===== src/rtl/fpgs_pkg.sv =====
// Shared types, codes and constant tables of the fuzzy PD gain scheduler.
package fpgs_pkg;

    // Magnitude datapath width, wide enough for the default breakpoint width and fraction setting
    localparam int MAG_W       = 20;
    localparam int DEG_W       = 7;
    localparam int SET_W       = 3;
    localparam int QUEUE_DEPTH = 2;

    localparam logic [DEG_W-1:0] FULL_DEGREE = 7'd100;
    localparam logic [SET_W-1:0] SET_TOP     = 3'd4;

    // Configuration register indexes
    typedef enum logic [2:0] {
        CFG_ERR_BREAKS  = 3'd0,
        CFG_RATE_BREAKS = 3'd1,
        CFG_P_GAINS     = 3'd2,
        CFG_D_GAINS     = 3'd3
    } t_cfg_idx;

    // Reset contents of the configuration registers, element by element
    localparam int ERR_BREAK_RST  [5] = '{0, 2, 4, 8, 12};
    localparam int RATE_BREAK_RST [5] = '{300, 400, 550, 700, 850};
    localparam int P_GAIN_RST     [5] = '{40, 45, 50, 55, 65};
    localparam int D_GAIN_RST     [5] = '{1, 1, 2, 3, 3};

    // Rule tables: P indexed [rate set][error set], D indexed [error set][rate set]
    localparam logic [SET_W-1:0] P_ROM [5][5] = '{
        '{3'd0, 3'd1, 3'd2, 3'd2, 3'd3},
        '{3'd1, 3'd1, 3'd2, 3'd2, 3'd3},
        '{3'd1, 3'd2, 3'd3, 3'd3, 3'd3},
        '{3'd1, 3'd2, 3'd3, 3'd3, 3'd4},
        '{3'd2, 3'd3, 3'd3, 3'd3, 3'd4}
    };
    localparam logic [SET_W-1:0] D_ROM [5][5] = '{
        '{3'd0, 3'd1, 3'd1, 3'd2, 3'd2},
        '{3'd0, 3'd1, 3'd1, 3'd2, 3'd2},
        '{3'd1, 3'd1, 3'd2, 3'd3, 3'd3},
        '{3'd1, 3'd2, 3'd3, 3'd4, 3'd4},
        '{3'd2, 3'd2, 3'd3, 3'd4, 3'd4}
    };

    // One fuzzified magnitude: lower set, segment offset and width
    typedef struct packed {
        logic [SET_W-1:0] set_lo;
        logic             full;    // above the last breakpoint
        logic             zero;    // zero-width first segment
        logic [MAG_W-1:0] a;
        logic [MAG_W-1:0] w;
    } t_axis;

    typedef struct packed {
        logic  cmd;
        t_axis err;
        t_axis rate;
    } t_item;

endpackage


===== src/rtl/fpgs_front.sv =====
// Front end: takes an item, finds the segment of each magnitude and registers it.
module fpgs_front import fpgs_pkg::*; #(
    parameter int BREAK_WIDTH   = 12,
    parameter int FRACTION_BITS = 4
) (
    input  logic                     i_clk,
    input  logic                     i_rst_n,
    input  logic [5*BREAK_WIDTH-1:0] i_err_breaks,
    input  logic [5*BREAK_WIDTH-1:0] i_rate_breaks,
    input  logic                     i_valid,
    output logic                     o_ready,
    input  logic                     i_cmd,
    input  logic signed [15:0]       i_error_value,
    input  logic signed [15:0]       i_error_rate,
    output logic                     o_valid,
    input  logic                     i_ready,
    output t_item                    o_item
);

    logic  r_valid;
    t_item r_item;
    t_item n_item;

    // Segment search over the five breakpoints of one axis
    function automatic t_axis fuzzify(input logic [15:0] raw,
                                      input logic [5*BREAK_WIDTH-1:0] brk);
        logic [15:0]      mag;
        logic [MAG_W-1:0] m;
        logic [MAG_W-1:0] b [5];
        t_axis            r;
        logic             found;
        mag = raw[15] ? (16'd0 - raw) : raw;
        for (int i = 0; i < 5; i++) begin
            b[i] = MAG_W'(brk[BREAK_WIDTH*i +: BREAK_WIDTH]) << FRACTION_BITS;
        end
        m = MAG_W'(mag);
        if (m < b[0]) begin
            m = b[0];
        end
        r        = '0;
        r.full   = 1'b1;
        r.set_lo = SET_TOP;
        found    = 1'b0;
        for (int k = 0; k < 4; k++) begin
            if (!found && (m <= b[k+1])) begin
                found    = 1'b1;
                r.full   = 1'b0;
                r.set_lo = SET_W'(k);
                r.a      = m - b[k];
                r.w      = b[k+1] - b[k];
            end
        end
        r.zero = !r.full && (r.w == '0);
        return r;
    endfunction

    assign o_ready = !r_valid || i_ready;

    always_comb begin
        n_item.cmd  = i_cmd;
        n_item.err  = fuzzify(i_error_value, i_err_breaks);
        n_item.rate = fuzzify(i_error_rate, i_rate_breaks);
    end

    always_ff @(posedge i_clk) begin
        if (!i_rst_n) begin
            r_valid <= 1'b0;
        end else if (o_ready) begin
            r_valid <= i_valid;
        end
        if (o_ready && i_valid) begin
            r_item <= n_item;
        end
    end

    assign o_valid = r_valid;
    assign o_item  = r_item;

endmodule


===== src/rtl/fpgs_queue.sv =====
// Short item queue between the front and back ends.
module fpgs_queue import fpgs_pkg::*; (
    input  logic  i_clk,
    input  logic  i_rst_n,
    input  logic  i_valid,
    output logic  o_ready,
    input  t_item i_item,
    output logic  o_valid,
    input  logic  i_ready,
    output t_item o_item
);

    localparam int PTR_W = (QUEUE_DEPTH > 1) ? $clog2(QUEUE_DEPTH) : 1;
    localparam int CNT_W = $clog2(QUEUE_DEPTH + 1);

    t_item              r_mem [QUEUE_DEPTH];
    logic [PTR_W-1:0]   r_wr_ptr;
    logic [PTR_W-1:0]   r_rd_ptr;
    logic [CNT_W-1:0]   r_count;
    logic               push;
    logic               pop;

    assign o_ready = (r_count != CNT_W'(QUEUE_DEPTH));
    assign o_valid = (r_count != '0);
    assign push    = i_valid && o_ready;
    assign pop     = o_valid && i_ready;
    assign o_item  = r_mem[r_rd_ptr];

    // Pointer wrap at the queue depth
    function automatic logic [PTR_W-1:0] bump(input logic [PTR_W-1:0] p);
        return (p == PTR_W'(QUEUE_DEPTH - 1)) ? '0 : p + 1'b1;
    endfunction

    always_ff @(posedge i_clk) begin
        if (!i_rst_n) begin
            r_wr_ptr <= '0;
            r_rd_ptr <= '0;
            r_count  <= '0;
        end else begin
            if (push) begin
                r_wr_ptr <= bump(r_wr_ptr);
            end
            if (pop) begin
                r_rd_ptr <= bump(r_rd_ptr);
            end
            if (push && !pop) begin
                r_count <= r_count + 1'b1;
            end else if (pop && !push) begin
                r_count <= r_count - 1'b1;
            end
        end
        if (push) begin
            r_mem[r_wr_ptr] <= i_item;
        end
    end

    // Fill level stays within the depth
    a_count_range: assert property (@(posedge i_clk) disable iff (!i_rst_n)
        r_count <= CNT_W'(QUEUE_DEPTH)) else $error("queue count out of range");

    // Fill level follows push and pop
    a_count_track: assert property (@(posedge i_clk) disable iff (!i_rst_n)
        (push && !pop) |=> (r_count == $past(r_count) + 1'b1))
        else $error("queue count missed a push");

    // Pointers agree with the fill level when empty
    a_empty_ptrs: assert property (@(posedge i_clk) disable iff (!i_rst_n)
        (r_count == '0) |-> (r_wr_ptr == r_rd_ptr))
        else $error("queue pointers disagree when empty");

endmodule


===== src/rtl/fpgs_back.sv =====
// Back end: pipelined degree division, rule weighting and pipelined weighted average.
module fpgs_back import fpgs_pkg::*; #(
    parameter int GAIN_WIDTH = 8
) (
    input  logic                    i_clk,
    input  logic                    i_rst_n,
    input  logic [5*GAIN_WIDTH-1:0] i_p_gains,
    input  logic [5*GAIN_WIDTH-1:0] i_d_gains,
    input  logic                    i_valid,
    output logic                    o_ready,
    input  t_item                   i_item,
    output logic                    o_valid,
    input  logic                    i_ready,
    output logic [7:0]              o_gain
);

    localparam int REM_W = MAG_W + DEG_W;
    localparam int DEN_W = DEG_W + 2;
    localparam int NUM_W = GAIN_WIDTH + DEN_W;

    typedef struct packed {
        logic             cmd;
        logic [SET_W-1:0] e_set;
        logic [SET_W-1:0] r_set;
        logic             e_full;
        logic             e_zero;
        logic             r_full;
        logic             r_zero;
        logic [MAG_W-1:0] e_w;
        logic [MAG_W-1:0] r_w;
        logic [REM_W-1:0] e_rem;
        logic [REM_W-1:0] r_rem;
        logic [DEG_W-1:0] e_q;
        logic [DEG_W-1:0] r_q;
    } t_div;

    typedef struct packed {
        logic [NUM_W-1:0]      rem;
        logic [DEN_W-1:0]      den;
        logic [GAIN_WIDTH-1:0] q;
    } t_avg;

    t_div                  r_div [DEG_W+1];
    t_div                  n_div [DEG_W+1];
    logic [DEG_W:0]        r_dvld;
    t_avg                  r_avg [GAIN_WIDTH+1];
    t_avg                  n_avg [GAIN_WIDTH+1];
    logic [GAIN_WIDTH:0]   r_avld;
    logic                  en;
    logic [REM_W-1:0]      d_e;
    logic [REM_W-1:0]      d_r;
    logic [NUM_W-1:0]      d_a;
    logic [DEG_W-1:0]      deg_e [2];
    logic [DEG_W-1:0]      deg_r [2];
    logic [SET_W-1:0]      set_e [2];
    logic [SET_W-1:0]      set_r [2];
    logic [DEG_W-1:0]      wgt;
    logic [GAIN_WIDTH-1:0] lvl;
    logic [NUM_W-1:0]      num;
    logic [DEN_W-1:0]      den;

    // Whole pipeline advances unless the result is held
    assign en      = !r_avld[GAIN_WIDTH] || i_ready;
    assign o_ready = en;

    function automatic logic [GAIN_WIDTH-1:0] level(input logic [5*GAIN_WIDTH-1:0] g,
                                                    input logic [SET_W-1:0] idx);
        return g[GAIN_WIDTH*int'(idx) +: GAIN_WIDTH];
    endfunction

    // Degree division: restoring steps, one quotient bit per stage
    always_comb begin
        n_div[0]        = '0;
        n_div[0].cmd    = i_item.cmd;
        n_div[0].e_set  = i_item.err.set_lo;
        n_div[0].r_set  = i_item.rate.set_lo;
        n_div[0].e_full = i_item.err.full;
        n_div[0].e_zero = i_item.err.zero;
        n_div[0].r_full = i_item.rate.full;
        n_div[0].r_zero = i_item.rate.zero;
        n_div[0].e_w    = i_item.err.w;
        n_div[0].r_w    = i_item.rate.w;
        n_div[0].e_rem  = REM_W'(i_item.err.a) * REM_W'(FULL_DEGREE);
        n_div[0].r_rem  = REM_W'(i_item.rate.a) * REM_W'(FULL_DEGREE);
        d_e = '0;
        d_r = '0;
        for (int s = 0; s < DEG_W; s++) begin
            n_div[s+1] = r_div[s];
            d_e = REM_W'(r_div[s].e_w) << (DEG_W - 1 - s);
            d_r = REM_W'(r_div[s].r_w) << (DEG_W - 1 - s);
            if (r_div[s].e_rem >= d_e) begin
                n_div[s+1].e_rem = r_div[s].e_rem - d_e;
                n_div[s+1].e_q[DEG_W-1-s] = 1'b1;
            end
            if (r_div[s].r_rem >= d_r) begin
                n_div[s+1].r_rem = r_div[s].r_rem - d_r;
                n_div[s+1].r_q[DEG_W-1-s] = 1'b1;
            end
        end
    end

    // Degrees, rule weights and the weighted sums
    always_comb begin
        t_div f;
        f = r_div[DEG_W];
        deg_e[1] = (f.e_full || f.e_zero) ? FULL_DEGREE : f.e_q;
        deg_e[0] = f.e_full ? FULL_DEGREE : f.e_zero ? '0 :
                   FULL_DEGREE - f.e_q - DEG_W'(f.e_rem != '0);
        deg_r[1] = (f.r_full || f.r_zero) ? FULL_DEGREE : f.r_q;
        deg_r[0] = f.r_full ? FULL_DEGREE : f.r_zero ? '0 :
                   FULL_DEGREE - f.r_q - DEG_W'(f.r_rem != '0);
        set_e[0] = f.e_set;
        set_e[1] = f.e_full ? SET_TOP : f.e_set + 1'b1;
        set_r[0] = f.r_set;
        set_r[1] = f.r_full ? SET_TOP : f.r_set + 1'b1;
        num = '0;
        den = '0;
        wgt = '0;
        lvl = '0;
        for (int i = 0; i < 2; i++) begin
            for (int j = 0; j < 2; j++) begin
                wgt = (deg_e[i] <= deg_r[j]) ? deg_e[i] : deg_r[j];
                lvl = f.cmd ? level(i_d_gains, D_ROM[set_e[i]][set_r[j]])
                            : level(i_p_gains, P_ROM[set_r[j]][set_e[i]]);
                num = num + NUM_W'(lvl) * NUM_W'(wgt);
                den = den + DEN_W'(wgt);
            end
        end
    end

    // Average division: restoring steps, one quotient bit per stage
    always_comb begin
        n_avg[0].rem = num;
        n_avg[0].den = den;
        n_avg[0].q   = '0;
        d_a = '0;
        for (int s = 0; s < GAIN_WIDTH; s++) begin
            n_avg[s+1] = r_avg[s];
            d_a = NUM_W'(r_avg[s].den) << (GAIN_WIDTH - 1 - s);
            if (r_avg[s].rem >= d_a) begin
                n_avg[s+1].rem = r_avg[s].rem - d_a;
                n_avg[s+1].q[GAIN_WIDTH-1-s] = 1'b1;
            end
        end
    end

    always_ff @(posedge i_clk) begin
        if (!i_rst_n) begin
            r_dvld <= '0;
            r_avld <= '0;
        end else if (en) begin
            r_dvld <= {r_dvld[DEG_W-1:0], i_valid};
            r_avld <= {r_avld[GAIN_WIDTH-1:0], r_dvld[DEG_W]};
        end
        if (en) begin
            for (int s = 0; s <= DEG_W; s++) begin
                r_div[s] <= n_div[s];
            end
            for (int s = 0; s <= GAIN_WIDTH; s++) begin
                r_avg[s] <= n_avg[s];
            end
        end
    end

    assign o_valid = r_avld[GAIN_WIDTH];
    assign o_gain  = 8'(r_avg[GAIN_WIDTH].q);

endmodule


===== src/rtl/fuzzy_pd_gain_scheduler_core.sv =====
// Top level of the fuzzy PD gain scheduler: configuration registers and the three stages.
//
// Each item (cmd, error, error rate) yields one gain. The block accepts an item every
// cycle unless back-pressure has filled the queue and the front register, and returns
// results in order. The two restoring dividers (membership degrees, then the weighted
// average) are fully pipelined, one quotient bit per stage.
// A held result stalls the back pipeline; the front register and a two-item queue keep
// taking items meanwhile. Configuration writes take effect at once and must be made idle.
module fuzzy_pd_gain_scheduler_core import fpgs_pkg::*; #(
    parameter int BREAK_WIDTH   = 12,
    parameter int GAIN_WIDTH    = 8,
    parameter int FRACTION_BITS = 4
) (
    input  logic                     i_clk,
    input  logic                     i_rst_n,
    input  logic                     i_cfg_we,
    input  logic [2:0]               i_cfg_index,
    input  logic [5*BREAK_WIDTH-1:0] i_cfg_data,
    input  logic                     i_in_valid,
    output logic                     o_in_ready,
    input  logic                     i_cmd,
    input  logic signed [15:0]       i_error_value,
    input  logic signed [15:0]       i_error_rate,
    output logic                     o_out_valid,
    input  logic                     i_out_ready,
    output logic [7:0]               o_gain
);

    logic [5*BREAK_WIDTH-1:0] r_err_breaks;
    logic [5*BREAK_WIDTH-1:0] r_rate_breaks;
    logic [5*GAIN_WIDTH-1:0]  r_p_gains;
    logic [5*GAIN_WIDTH-1:0]  r_d_gains;

    logic  fr_valid;
    logic  fr_ready;
    t_item fr_item;
    logic  qb_valid;
    logic  qb_ready;
    t_item qb_item;

    // Configuration registers
    always_ff @(posedge i_clk) begin
        if (!i_rst_n) begin
            for (int i = 0; i < 5; i++) begin
                r_err_breaks[BREAK_WIDTH*i +: BREAK_WIDTH]  <= BREAK_WIDTH'(ERR_BREAK_RST[i]);
                r_rate_breaks[BREAK_WIDTH*i +: BREAK_WIDTH] <= BREAK_WIDTH'(RATE_BREAK_RST[i]);
                r_p_gains[GAIN_WIDTH*i +: GAIN_WIDTH]       <= GAIN_WIDTH'(P_GAIN_RST[i]);
                r_d_gains[GAIN_WIDTH*i +: GAIN_WIDTH]       <= GAIN_WIDTH'(D_GAIN_RST[i]);
            end
        end else if (i_cfg_we) begin
            unique case (i_cfg_index)
                CFG_ERR_BREAKS:  r_err_breaks  <= i_cfg_data;
                CFG_RATE_BREAKS: r_rate_breaks <= i_cfg_data;
                CFG_P_GAINS:     r_p_gains     <= i_cfg_data[5*GAIN_WIDTH-1:0];
                CFG_D_GAINS:     r_d_gains     <= i_cfg_data[5*GAIN_WIDTH-1:0];
                default: ;
            endcase
        end
    end

    fpgs_front #(
        .BREAK_WIDTH   (BREAK_WIDTH),
        .FRACTION_BITS (FRACTION_BITS)
    ) u_front (
        .i_clk         (i_clk),
        .i_rst_n       (i_rst_n),
        .i_err_breaks  (r_err_breaks),
        .i_rate_breaks (r_rate_breaks),
        .i_valid       (i_in_valid),
        .o_ready       (o_in_ready),
        .i_cmd         (i_cmd),
        .i_error_value (i_error_value),
        .i_error_rate  (i_error_rate),
        .o_valid       (fr_valid),
        .i_ready       (fr_ready),
        .o_item        (fr_item)
    );

    fpgs_queue u_queue (
        .i_clk   (i_clk),
        .i_rst_n (i_rst_n),
        .i_valid (fr_valid),
        .o_ready (fr_ready),
        .i_item  (fr_item),
        .o_valid (qb_valid),
        .i_ready (qb_ready),
        .o_item  (qb_item)
    );

    fpgs_back #(
        .GAIN_WIDTH (GAIN_WIDTH)
    ) u_back (
        .i_clk     (i_clk),
        .i_rst_n   (i_rst_n),
        .i_p_gains (r_p_gains),
        .i_d_gains (r_d_gains),
        .i_valid   (qb_valid),
        .o_ready   (qb_ready),
        .i_item    (qb_item),
        .o_valid   (o_out_valid),
        .i_ready   (i_out_ready),
        .o_gain    (o_gain)
    );

endmodule


===== config.mk =====
export PLATFORM = sky130hd
export DESIGN_NAME = fuzzy_pd_gain_scheduler_core
export DESIGN_NICKNAME = d
export VERILOG_FILES = /design/src/rtl/fpgs_pkg.sv /design/src/rtl/fpgs_front.sv /design/src/rtl/fpgs_queue.sv /design/src/rtl/fpgs_back.sv /design/src/rtl/fuzzy_pd_gain_scheduler_core.sv
export SDC_FILE = /design/constraint.sdc
export NUM_CORES = 2
export LEC_CHECK = 0
export ABC_AREA = 0
export BUFFER_PORTS_ARGS = -buffer_cell sky130_fd_sc_hd__buf_4
export CORE_UTILIZATION = 44
export DETAILED_ROUTE_END_ITERATION = 7
export GPL_TIMING_DRIVEN = 0
export REMOVE_ABC_BUFFERS = 1
export SYNTH_ARGS = -nofsm -noshare
export SYNTH_HDL_FRONTEND = slang
export SYNTH_HIERARCHICAL = 1
export SYNTH_SLANG_ARGS = --single-unit

===== constraint.sdc =====
create_clock -name i_clk -period 79.5 [get_ports i_clk]
set_input_delay 7.95 -clock i_clk [delete_from_list [all_inputs] [get_ports i_clk]]
set_output_delay 7.95 -clock i_clk [all_outputs]
set_load 0.01 [all_outputs]

==> results.md <==
- The maximum fanout along the worst path is 36.
- Measured on the finished design, the core utilization comes to 0.486.
- The half-perimeter wire length after detailed placement is between 150,000 and 200,000 microns.
- In the final routed layout, each cell accounts on average for between 15 and 20 microns.
- After detailed routing, the number of vias per cell comes to 5.41.
- The clock period minus final worst setup slack is 16,160 ps.
- By area the synthesized netlist is led by sky130_fd_sc_hd__edfxtp_1, sky130_fd_sc_hd__ha_1, sky130_fd_sc_hd__fa_1.
- The headroom to the max-slew limit is -0.0187.
- After synthesis, the share of flip-flops with an asynchronous set or reset is 0.
- Setup repair after global routing left no endpoint under its margin.
- The number of different library cells used by synthesis comes to 127.
- The die is 483 microns wide.
- The core region is ~0.23 sq mm.
- The count of endpoints failing hold in the final timing report is 0.
- The critical path launch point type is an input pin.
- The first detailed-routing pass ran for 8 iterations.
- For this run, design rule violations remaining after detail routing come to 1.
- The register bit count reported by yosys is 1,553.
- The worst setup path is captured at a register.
- The total of warnings raised by yosys is 6.
- Setup total negative slack on the finished layout was measured at 0 ps.
- The overall routed net length is 243,000 microns.
- The final weighted congestion in routability-driven placement is around 0.9.
- The synthesized cell area is 0.102 sq mm.
- The detailed router finished its first iteration with 4,299 violations.
- The count of hold buffers inserted by post-cts repair is 0.
- The global-route wire length before repair is between 300,000 and 400,000 microns.
- The clock input transition at the sequential cells of the worst setup and hold paths is 60 ps.
- In this run the tool buffered the top-level ports with between 100 and 150 buffer cells.
- The initial utilization of the core area, before any placement, comes to 0.443.
- The buffer type at the clock tree root is sky130_fd_sc_hd__clkbuf_16.
- Among all flip-flop cells after synthesis, the most frequent one is sky130_fd_sc_hd__edfxtp_1.
- The maximum number of pins on one net before global-route repair is 178.
- Setup violations remaining at the end of the flow were counted as 0.
- The clock skew is 42.1 ps.
- After clock tree synthesis, the repair step resized 0 gates.
- TritonCTS built the clock tree.
- Fill cells in the final layout number 20,700.
- For this run, the top clock speed supported by timing is 61.9 MHz.
- In this run, CTS created clock tree buffers numbering about 170.
- The total overflow left after global routing is 0.
- The final reports fail on design-rule violations, max-capacitance violations, max-slew violations.
- At the pin with the least slew margin, the transition time is around 1500 ps.
- The floorplan step set the die height to 483 microns.
- The most area-hungry cell type in the Yosys netlist is sky130_fd_sc_hd__edfxtp_1.
- The overall fraction of global-route tracks in use is 0.205.
- The number of pins with negative max-slew slack in the final report was 14.
- STA puts the critical path data required time at 80,160 ps.
- The mean cell area of the mapped netlist is 10.6 sq um.
- The clock passes through at most 3 buffers.
- Detailed routing inserted a total of approximately 70,000 vias.
- The clock network latency to the later pin of the worst-skew pair is 850 ps.
- In the final design database the tool counted 11,000 nets.
- CTS saw 1,553 sinks.
- The share of cells above drive strength 1 is 0.0816.
- Max-cap violations in this run came to 1.
- The fraction of the cycle the final worst path needs is 0.203.
- The number of placement rows is 176.
- The number of flops mapped to enable cells by yosys is 1,330.
- The portion of the post-synthesis area used by sequential elements is 0.435.
- Synthesis produced 9,633 cells.
- The run finished, with violations left.
- Once detail routing completed, the nets flagged for antenna violations numbered 0.
- The area overhead of the layout relative to synthesis is 9.78%.
- The category of the most critical setup path is input pin to register.
- The initial antenna violation count is 5.
- The die covers 0.234 sq mm.
- 111 I/O pins were placed.
- The H-tree was split into 4 levels.
- Data on the critical path arrives at its endpoint at 16,820 ps.
- The via count of the first global-routing pass was about 70,000.
- The share of the synthesized area in the top cell type is 0.392.
- The path class of the tightest hold or removal check is register to register.
- In this run the post-CTS setup repair buffer count came out at 0.
worst max-delay path, stage by stage:
cell,delay (ps)
sky130_fd_sc_hd__buf_4,140
sky130_fd_sc_hd__or4_1,580
sky130_fd_sc_hd__or4_1,460
sky130_fd_sc_hd__or3_1,360
sky130_fd_sc_hd__or3_1,340
sky130_fd_sc_hd__nor4b_1,490
sky130_fd_sc_hd__ha_1,250
sky130_fd_sc_hd__nand4_1,140
sky130_fd_sc_hd__a211oi_1,240
sky130_fd_sc_hd__o211ai_2,200
sky130_fd_sc_hd__nand3_1,610
sky130_fd_sc_hd__mux2_2,530
sky130_fd_sc_hd__ha_1,330
sky130_fd_sc_hd__nor2b_1,170
sky130_fd_sc_hd__o31a_1,250
sky130_fd_sc_hd__o311a_1,260
sky130_fd_sc_hd__o21ai_0,160
sky130_fd_sc_hd__o21ba_1,830
sky130_fd_sc_hd__nand3_2,940
sky130_fd_sc_hd__mux2_2,590
sky130_fd_sc_hd__nor4_1,280
sky130_fd_sc_hd__or4b_1,490
sky130_fd_sc_hd__nor4_2,180
cells in the final DEF, fill, tap and decap left out, drive strengths merged, types with 209 or more instances in the layout:
cell type,instances
a21oi,550
clkbuf,209
dfxtp,223
edfxtp,1330
fa,274
ha,871
inv,1180
mux2,220
mux2i,316
nand2,746
nor2,620
nor2b,215
o21ai,426
xnor2,332
xor2,213
area by class of cell:
cell class	instances	area, sq um	area share
tap	3026	3790	0.0338
clock buffer	209	4540	0.0405
sequential	1553	44400	0.397
inverter	1165	4380	0.0391
antenna	3	7.51	0.0000671
timing repair buffer	150	1620	0.0145
clock inverter	115	1250	0.0112
multi-input combinational	6662	51900	0.464
flip-flops by register name (all words and copies together) (netlist names), named ones only:
| name | count |
|---|---|
| r_rate_breaks | 60 |
| u_queue/r_wr_ptr | 1 |
| u_back/r_avg | 244 |
| u_front/o_valid | 1 |
| r_p_gains | 40 |
| r_d_gains | 40 |
| u_queue/r_mem | 182 |
| u_front/o_item | 74 |
| u_back/r_div | 830 |
| u_queue/r_rd_ptr | 1 |
| u_back/r_dvld | 8 |
| r_err_breaks | 60 |
| u_back/r_avld | 9 |
| u_queue/r_count | 2 |
logic make-up after synthesis:
group | synth area share
AND/OR/NAND/NOR | 0.117
multiplexers | 0.0556
other | 0.0000368
XOR/XNOR | 0.0468
buffers and inverters | 0.0570
flip-flops | 0.435
adder cells (fa/ha/maj) | 0.161
AO/OA/AOI/OAI | 0.127
cells in the mapped netlist, drive strengths merged, types with 19 or more instances:
cell	count
a2111oi	19
a211o	25
a211oi	129
a21boi	45
a21o	203
a21oi	550
a22oi	19
a31oi	42
and2	53
and3	37
buf	151
clkbuf	109
dfxtp	223
edfxtp	1330
fa	274
ha	871
inv	1164
mux2	220
mux2i	316
nand2	746
nand2b	141
nand3	132
nand3b	21
nand4	75
nand4b	19
nor2	620
nor2b	215
nor3	141
nor4	60
o211ai	35
o21a	106
o21ai	426
o21bai	69
o221ai	21
o22ai	37
o31ai	53
o41ai	24
or2	66
or3	53
or4	23
xnor2	332
xor2	213
worst paths after layout:
path         depth (start not counted)                    to                 start  slack (ps)
max                                 23    u_front/o_item[85]      i_error_value[3]       63340
min                                  0  u_back/r_div[0][233]  u_back/r_div[0][114]         400
max reg2reg                         39   u_back/r_avg[0][25]  u_back/r_div[1][372]       67360
min reg2reg                          0  u_back/r_div[0][233]  u_back/r_div[0][114]         400
stage by stage:
| stage | worst slack [ps] | cell area, sq um | hold slack (ps) | cells |
|---|---|---|---|---|
| after floorplan | 42930 | 101000 | 400 | 9380 |
| after global placement | 31570 | 105000 | 401 | 12500 |
| after detailed placement | 62670 | 106000 | 405 | 12600 |
| after CTS | 63600 | 112000 | 405 | 12900 |
| after global routing | 62920 | 112000 | 413 | 12900 |
| final | 63340 | 112000 | 402 | 12900 |
routing by layer:
layer	global-route usage	part of all wire	routed length (microns)	vias to the layer above
met5	0	0	0	-
met4	0.0825	0.038	9270	0
met2	0.352	0.48	116000	1608
met1	0.261	0.45	108000	33300
met3	0.0265	0.039	9560	449
li1	-	-	-	34400
Power is left out: the tool's default activity adds up to more than one toggle a clock period on the data nets, which glitch-free logic cannot reach.
